File: config.mk
export PLATFORM = sky130hd
export DESIGN_NAME = plcu_front
export DESIGN_NICKNAME = d
export VERILOG_FILES = /design/src/sv/plcu_pkg.sv /design/src/sv/plcu_front.sv
export SDC_FILE = /design/constraint.sdc
export NUM_CORES = 1
export LEC_CHECK = 0
export BUFFER_PORTS_ARGS = -buffer_cell sky130_fd_sc_hd__buf_2
export CORE_ASPECT_RATIO = 1.1
export CORE_MARGIN = 2
export CORE_UTILIZATION = 61
export DETAILED_ROUTE_END_ITERATION = 16
export PLACE_DENSITY = 0.85
export REMOVE_ABC_BUFFERS = 1
export SLEW_MARGIN = 25
export SYNTH_ARGS = -nofsm -noshare
export SYNTH_HDL_FRONTEND = slang
export SYNTH_SLANG_ARGS = --single-unit
File: constraint.sdc
create_clock -name clock -period 19.11 [get_ports clock]
set_input_delay 3.822 -clock clock [delete_from_list [all_inputs] [get_ports clock]]
set_output_delay 3.822 -clock clock [all_outputs]
set_load 0.05 [all_outputs]
File: src/sv/plcu_pkg.sv
// Package for the periodic lattice coordinate unit: field widths, op,
// status and register codes, and the word types passed between stages.
// No dependencies.
`default_nettype none

package plcu_pkg;

   localparam int COORD_W   = 10;
   localparam int STEP_W    = 5;
   localparam int INDEX_W   = 30;
   localparam int DIST_W    = 22;
   localparam int SIZE_W    = 11;
   localparam int SQ_W      = 2 * COORD_W;
   localparam int CSR_IDX_W = 3;

   localparam logic [1:0] OP_MOVE     = 2'd0;
   localparam logic [1:0] OP_DIST     = 2'd1;
   localparam logic [1:0] OP_TO_COORD = 2'd2;
   localparam logic [1:0] OP_TO_INDEX = 2'd3;

   localparam logic [1:0] STAT_OK        = 2'd0;
   localparam logic [1:0] STAT_REJECT    = 2'd1;
   localparam logic [1:0] STAT_OUTSIDE   = 2'd2;
   localparam logic [1:0] STAT_BAD_INDEX = 2'd3;

   localparam logic [CSR_IDX_W-1:0] CSR_SIZE_X = 3'd0;
   localparam logic [CSR_IDX_W-1:0] CSR_SIZE_Y = 3'd1;
   localparam logic [CSR_IDX_W-1:0] CSR_SIZE_Z = 3'd2;
   localparam logic [CSR_IDX_W-1:0] CSR_WRAP_X = 3'd3;
   localparam logic [CSR_IDX_W-1:0] CSR_WRAP_Y = 3'd4;
   localparam logic [CSR_IDX_W-1:0] CSR_WRAP_Z = 3'd5;

   typedef struct packed {
      logic [SIZE_W-1:0] size_x;
      logic [SIZE_W-1:0] size_y;
      logic [SIZE_W-1:0] size_z;
      logic              wrap_x;
      logic              wrap_y;
      logic              wrap_z;
   } cfg_type;

   typedef struct packed {
      logic [1:0]         op;
      logic [COORD_W-1:0] first_x;
      logic [COORD_W-1:0] first_y;
      logic [COORD_W-1:0] first_z;
      logic [STEP_W-1:0]  step_x;
      logic [STEP_W-1:0]  step_y;
      logic [STEP_W-1:0]  step_z;
      logic [COORD_W-1:0] second_x;
      logic [COORD_W-1:0] second_y;
      logic [COORD_W-1:0] second_z;
      logic [INDEX_W-1:0] linear_index;
   } req_type;

   typedef struct packed {
      logic [1:0]         op;
      logic [1:0]         status;
      logic [COORD_W-1:0] ox;
      logic [COORD_W-1:0] oy;
      logic [COORD_W-1:0] oz;
      logic [COORD_W-1:0] mag_x;
      logic [COORD_W-1:0] mag_y;
      logic [COORD_W-1:0] mag_z;
      logic [INDEX_W-1:0] linear_index;
   } front_type;

   typedef struct packed {
      logic [1:0]         op;
      logic [1:0]         status;
      logic [COORD_W-1:0] ox;
      logic [COORD_W-1:0] oy;
      logic [COORD_W-1:0] oz;
      logic [SQ_W-1:0]    sq_x;
      logic [SQ_W-1:0]    sq_y;
      logic [SQ_W-1:0]    sq_z;
      logic               ovf;
   } mid_type;

endpackage

`default_nettype wire

File: src/sv/plcu_front.sv
// Front stage: lattice bounds checks, move with wrap, per-axis
// minimum-image distance magnitudes. One register stage. Depends on plcu_pkg.
`default_nettype none

module plcu_front #(
   parameter int SW = 11
) (
   input  logic               clock,
   input  logic               reset,
   input  logic               en,
   input  logic               in_valid,
   input  plcu_pkg::req_type  in_word,
   input  logic [2:0]         per,
   input  logic [SW-1:0]      nx,
   input  logic [SW-1:0]      ny,
   input  logic [SW-1:0]      nz,
   output logic               out_valid,
   output plcu_pkg::front_type out_word
);
   import plcu_pkg::*;

   localparam int CW = (SW > COORD_W) ? SW : COORD_W;
   localparam int TW = CW + 2;

   logic [COORD_W-1:0]   a [3];
   logic [COORD_W-1:0]   b [3];
   logic [STEP_W-1:0]    s [3];
   logic [SW-1:0]        n [3];
   logic signed [TW-1:0] ns [3];
   logic signed [TW-1:0] t_raw [3];
   logic signed [TW-1:0] t_wr [3];
   logic [COORD_W-1:0]   mv [3];
   logic [COORD_W-1:0]   d [3];
   logic [COORD_W-1:0]   mag [3];
   logic [2:0]           a_ok, b_ok, mv_ok;
   logic                 zero_step;
   logic                 valid_ff;
   front_type            word_ff, word_in;

   always_comb begin
      a[0] = in_word.first_x;  a[1] = in_word.first_y;  a[2] = in_word.first_z;
      b[0] = in_word.second_x; b[1] = in_word.second_y; b[2] = in_word.second_z;
      s[0] = in_word.step_x;   s[1] = in_word.step_y;   s[2] = in_word.step_z;
      n[0] = nx; n[1] = ny; n[2] = nz;
      for (int i = 0; i < 3; i++) begin
         a_ok[i]  = CW'(a[i]) < CW'(n[i]);
         b_ok[i]  = CW'(b[i]) < CW'(n[i]);
         ns[i]    = signed'(TW'(n[i]));
         t_raw[i] = signed'(TW'(a[i])) + TW'(signed'(s[i]));
         t_wr[i]  = t_raw[i];
         // periodic axes wrap by one lattice length only
         if (per[i]) begin
            if (t_raw[i] < 0) begin
               t_wr[i] = t_raw[i] + ns[i];
            end else if (t_raw[i] >= ns[i]) begin
               t_wr[i] = t_raw[i] - ns[i];
            end
         end
         mv_ok[i] = (t_wr[i] >= 0) && (t_wr[i] < ns[i]);
         mv[i]    = t_wr[i][COORD_W-1:0];
         d[i]     = (a[i] > b[i]) ? (a[i] - b[i]) : (b[i] - a[i]);
         // minimum image: magnitude n - d never exceeds d here
         if (per[i] && ((CW + 1)'({d[i], 1'b0}) > (CW + 1)'(n[i]))) begin
            mag[i] = COORD_W'(CW'(n[i]) - CW'(d[i]));
         end else begin
            mag[i] = d[i];
         end
      end
      zero_step = (s[0] == '0) && (s[1] == '0) && (s[2] == '0);

      word_in.op           = in_word.op;
      word_in.mag_x        = mag[0];
      word_in.mag_y        = mag[1];
      word_in.mag_z        = mag[2];
      word_in.linear_index = in_word.linear_index;
      word_in.ox           = a[0];
      word_in.oy           = a[1];
      word_in.oz           = a[2];
      unique case (in_word.op)
         OP_MOVE: begin
            word_in.ox = mv[0];
            word_in.oy = mv[1];
            word_in.oz = mv[2];
            if (!(&a_ok)) begin
               word_in.status = STAT_OUTSIDE;
            end else if (zero_step || !(&mv_ok)) begin
               word_in.status = STAT_REJECT;
            end else begin
               word_in.status = STAT_OK;
            end
         end
         OP_DIST: begin
            word_in.status = (&a_ok && &b_ok) ? STAT_OK : STAT_OUTSIDE;
         end
         OP_TO_COORD: begin
            word_in.status = STAT_OK;
         end
         OP_TO_INDEX: begin
            word_in.status = (&a_ok) ? STAT_OK : STAT_OUTSIDE;
         end
         default: begin
            word_in.status = STAT_OK;
         end
      endcase
   end

   always_ff @(posedge clock) begin
      if (reset) begin
         valid_ff <= 1'b0;
      end else if (en) begin
         valid_ff <= in_valid;
      end
   end

   always_ff @(posedge clock) begin
      if (en) begin
         word_ff <= word_in;
      end
   end

   assign out_valid = valid_ff;
   assign out_word  = word_ff;

endmodule

`default_nettype wire

=== After elaboration in Yosys (flattened, before gate mapping) ===
Cells that the tools add are included.

* $add $sub $neg: 18
* Multiply operators: 0
* Divide/modulo/power cells: 0
* $lt $le $gt $ge: 24
* Equality and inequality tests: 3
* Shifts and indexed selects: 0
* Muxes and demuxes: 21
* Bitwise gates (word level): 0
* Reduce and logical (&&, ||, !) cells: 18

{| class="wikitable"
|+ Operator list
! cell !! number
|-
| 2-to-1 mux 13 bit || 9
|-
| subtractor 10 bit || 9
|-
| < comparator 10 x 11 -> 1 bit || 6
|-
| 2-to-1 mux 10 bit || 6
|-
| adder 12 x 12 -> 13 bit || 3
|-
| >= comparator 13 x 1 -> 1 bit (second input constant) || 3
|-
| < comparator 13 x 12 -> 1 bit || 3
|-
| subtractor 12 x 12 -> 13 bit || 3
|-
| adder 11 x 5 -> 12 bit || 3
|-
| >= comparator 12 bit || 3
|-
| < comparator 12 x 1 -> 1 bit (second input constant) || 3
|-
| greater-than comparator 11 bit || 3
|-
| greater-than comparator 10 bit || 3
|-
| 2-to-1 mux 30 bit || 1
|-
| zero test 5 bit || 3
|-
| logical AND 1 bit || 9
|-
| AND reduction 3 bit || 3
|-
| case mux 2 bit (4 select lines) || 1
|-
| 2-to-1 mux 2 bit || 3
|-
| equality test 2 bit (second input constant) || 2
|-
| equality test 2 x 1 -> 1 bit (second input constant) || 1
|-
| zero test 2 bit || 1
|-
| zero test 1 bit || 1
|-
| logical OR 1 bit || 1
|-
| 2-to-1 mux 1 bit || 1
|}

* Flip-flop bits (word level): 95
* Latch bits: 0
* Memory bits (writable): 0
* ROM bits: 0
* Logic and storage cells: 94
* Memories kept: 0

=== Logic depth before layout (Yosys ltp) ===
* Depth in word-level cells: 13
* Depth in mapped cells: 30
* Mapped depth without buffers: 29

=== Worst setup path after synthesis ===
No wires, ideal clock.

* Path type: input to register
* Start: in in_word[70] (netlist name)
* End: reg word_ff, in the netlist out_word[90], data pin
* Arrival: 8.963 ns
* Data required time: 18.844 ns
* Slack: 9.881 ns
* Cell stages on the path: 29
* Cells stage by stage: ha_1 > fa_1 > a21o_1 > a21oi_1 > o21bai_1 > a21oi_1 > o21ai_0 > a21oi_1 > o21bai_1 > xnor2_1 > ha_1 > nor4_1 > a221o_1 > a21o_1 > nand2b_1 > and2_1 > clkbuf_1 > nor2_1 > a31oi_1 > ha_1 > a21o_1 > a21oi_1 > nor2b_1 > o311ai_0 > nand4_1 > a41oi_1 > o211ai_1 > nor4_1 > a21boi_0

{| class="wikitable"
|+ RTL lines
! element !! RTL line !! text
|-
| start: declaration || plcu_front.sv:12 || <nowiki>input plcu_pkg::req_type in_word,</nowiki>
|-
| end signal: assignment || plcu_front.sv:117 || <nowiki>word_ff <= word_in;</nowiki>
|-
| end: declaration || plcu_front.sv:38 || <nowiki>front_type word_ff, word_in;</nowiki>
|}

==> impl_results.md <==
- Status: completed
- First-pass GRT wire length: 73.5 mm
- Clock period minus worst slack: 10040 ps
- Max incr delay on CP: 440 ps
- MaxCap Viol Count: 0
- Top-level I/O count: around 240
- CP Data Required Time: around 19000 ps
- Leading area contributor after synthesis: ha_1
- Chip Height: approximately 170 um
- Final Core Density: ~70%
- All-Layer GR Usage: 35.2%
- Synth top area share: about 25%
- CP Launch Type: input port
- YS warnings: 0
- Ys async rst share: 0%
- Die X: around 150 um
- Post-synthesis sequential area ratio: between 10% and 20%
- Synth Flop Type: edfxtp_1
- Place WS: 8890 ps
- Post-synth EDFFs: 94
- CTS tree: built
- CTS clk-pin slew, worst paths: 80 ps
- CTS buffer count: 9
- Mapped Avg Cell Area: 8.57 um2
- Synthesized area: approximately 15000 um2
- CTS Hold Buffers Added: 0
- FMAX: about 0.1 GHz
- Resize count post-CTS: 0
- Total gr overflow: 0
- Slowest CP cell: nor4_1
- Dpl hpwl: ~38 mm
- Largest net degree at the start of global routing: 53
- Max VDD drop: between 0.00004 and 0.00005 V
- Syn-to-layout area delta: 12.3%
- Fin nets: 2418
- Worst-Skew Late Latency: roughly 360 ps
- # DRC: 0
- Non-filler instance count after layout: roughly 2300
- HP Class: register to register
- Clock tree buffer depth: 2
- Final antenna-violating net count: 0
- Placed Instances: 2247
- I/O Buffers: between 200 and 250
- DR pass1 iterations: 6
- WP data arrival: about 10000 ps
- Kind of critical path: input port to register
- Leak Pwr: between 0.008 and 0.009 uW
- CTS sink cnt: 95
- Clock Skews: 0 ps
- Clk root buf: clkbuf_16
- Initial Utilization: about 62%
- Die ar.: roughly 26000 um2
- Postcts setup bufs: 0
- Layout cell share with drive strength beyond 1: around 16%
- Synth cell count leaders: ha_1 (300), inv_1 (199), a21oi_1 (143)
- Total Wirelength: ~46 mm
- Rows: 59
- CP max FO: 10
- Vias: 14600
- Hold WS: approximately 530 ps
- H-tree depth: 3
- Unrepaired setup endpoints after global routing: no
- R2r worst-path depth: 2
- Via density: 6.44
- Final Hold Violating Endpoints: 0
- Drt first-iter violations: between 1000 and 1500
- Initial antenna violation count: 1
- Final GP Congestion: 1.02
- Top cells by area, synth: ha_1 (25%), edfxtp_1 (19%), inv_1 (5.0%), a21oi_1 (4.8%), a21o_1 (3.3%)
- Wirelength per Cell: just over 20 um
- Most frequent cell after synthesis: ha_1
- Slew margin rel.: 37.7%
- Worst setup EP type: register
- Setup ws final: 9070 ps
- Top cell by count, worst path: a21oi_1
- P per Cell Area: about 83 nW/um2
- Core area: between 20000 and 25000 um2
- Synth Instances: roughly 1700
- Synthesized flop and latch total: 95
- Crit share post-route: 52.5%
- Synth cell types: ~80
- Endpoints failing setup: 0
- Pins Over Slew Limit: 0
- Vias in the first global route: 14600
- Worst Hold Depth: 2
- Fin Setup TNS: 0 ps
- Worst Max-Slew Pin Slew: 910 ps
## area by class of cell
class,count,area (um2)
repair buffers,248,1260
well taps,305,382
diodes,1,2.50
clock buffers,9,225
multi-input cells,1400,11100
clock inverters,7,91.3
fillers,1963,7090
flip-flops and latches,95,2840
inverters,199,747
## placed cells by master (no fill, tap or decap), types with 9 or more instances in the layout
| cell | n |
|---|---|
| nand3_1 | 26 |
| inv_1 | 199 |
| a21oi_1 | 143 |
| edfxtp_1 | 94 |
| a31oi_1 | 23 |
| nand2_1 | 77 |
| o22ai_1 | 12 |
| o21ai_0 | 87 |
| buf_2 | 240 |
| o21bai_1 | 23 |
| nor2b_1 | 33 |
| xor2_1 | 34 |
| nor4_1 | 9 |
| and2_1 | 9 |
| o211ai_1 | 25 |
| clkbuf_16 | 9 |
| ha_1 | 300 |
| nand2b_1 | 25 |
| mux2i_1 | 28 |
| a221o_1 | 10 |
| fa_1 | 18 |
| nor3_1 | 31 |
| a211oi_1 | 14 |
| o21a_1 | 21 |
| mux2_2 | 34 |
| nand4_1 | 23 |
| a21o_1 | 66 |
| nor2_1 | 116 |
| o221ai_1 | 11 |
| xnor2_1 | 50 |
## flip-flops by register name (all words and copies together), names as in the netlist
name	flops
out_valid	1
out_word	94
## kinds of logic (layout without fill, tap and decap cells)
group	after synthesis	count (layout)	synth area share, %
flip-flops	95	95	19.1
AO/OA/AOI/OAI	535	535	24.0
adder cells (fa/ha/maj)	318	318	27.7
AND/OR/NAND/NOR	399	399	13.4
other	0	1	0
XOR/XNOR	84	84	4.96
buffers and inverters	237	463	6.03
multiplexers	64	64	4.67
## critical path, delay by kind of cell
| kind | cells | cell delay, ps |
|---|---|---|
| xor gates and xnor gates | 1 | 370 |
| AOI/OAI and AO/OA | 16 | 2990 |
| and+or+nand+nor | 7 | 1560 |
| buffers and inverters | 1 | 140 |
| adders and majority gates | 4 | 1270 |
## power by group
| part | total, uW | switching, uW | leakage (uW) | internal (uW) |
|---|---|---|---|---|
| combinational | 901 | 569 | 0.00705 | 332 |
| clock | 207 | 102 | 0.000151 | 105 |
| sequential | 280 | 8.17 | 0.000928 | 272 |
## routing by layer
metal,routed length [um],vias to the layer above,track usage [%],share of wire (%)
li1,-,6837,-,-
met1,18600,6858,43.6,40
met2,22000,728,61.3,48
met3,3240,156,4.09,7.0
met4,2300,2,16.4,5.0
met5,12,-,0,0.026
## worst paths after layout
kind | from | endpoint | slack (ps)
worst max-delay path | in_word[95] | out_word[90]$_DFFE_PP_ | 9070
worst max register to register | out_valid$_SDFFE_PP0P_ | out_valid$_SDFFE_PP0P_ | 18510
worst min-delay path | out_valid$_SDFFE_PP0P_ | out_valid$_SDFFE_PP0P_ | 530
worst min register to register | out_valid$_SDFFE_PP0P_ | out_valid$_SDFFE_PP0P_ | 530
## per-stage QoR
stage / instance area (um2) / power (uW)
4_1_cts: 16700 / 1370
3_3_place_gp: 16400 / 1140
3_5_place_dp: 16400 / 1160
6_report: 16700 / 1390
2_1_floorplan: 14700 / 941
5_1_grt: 16700 / 1480
No activity file was read; power rests on OpenSTA's default activity.
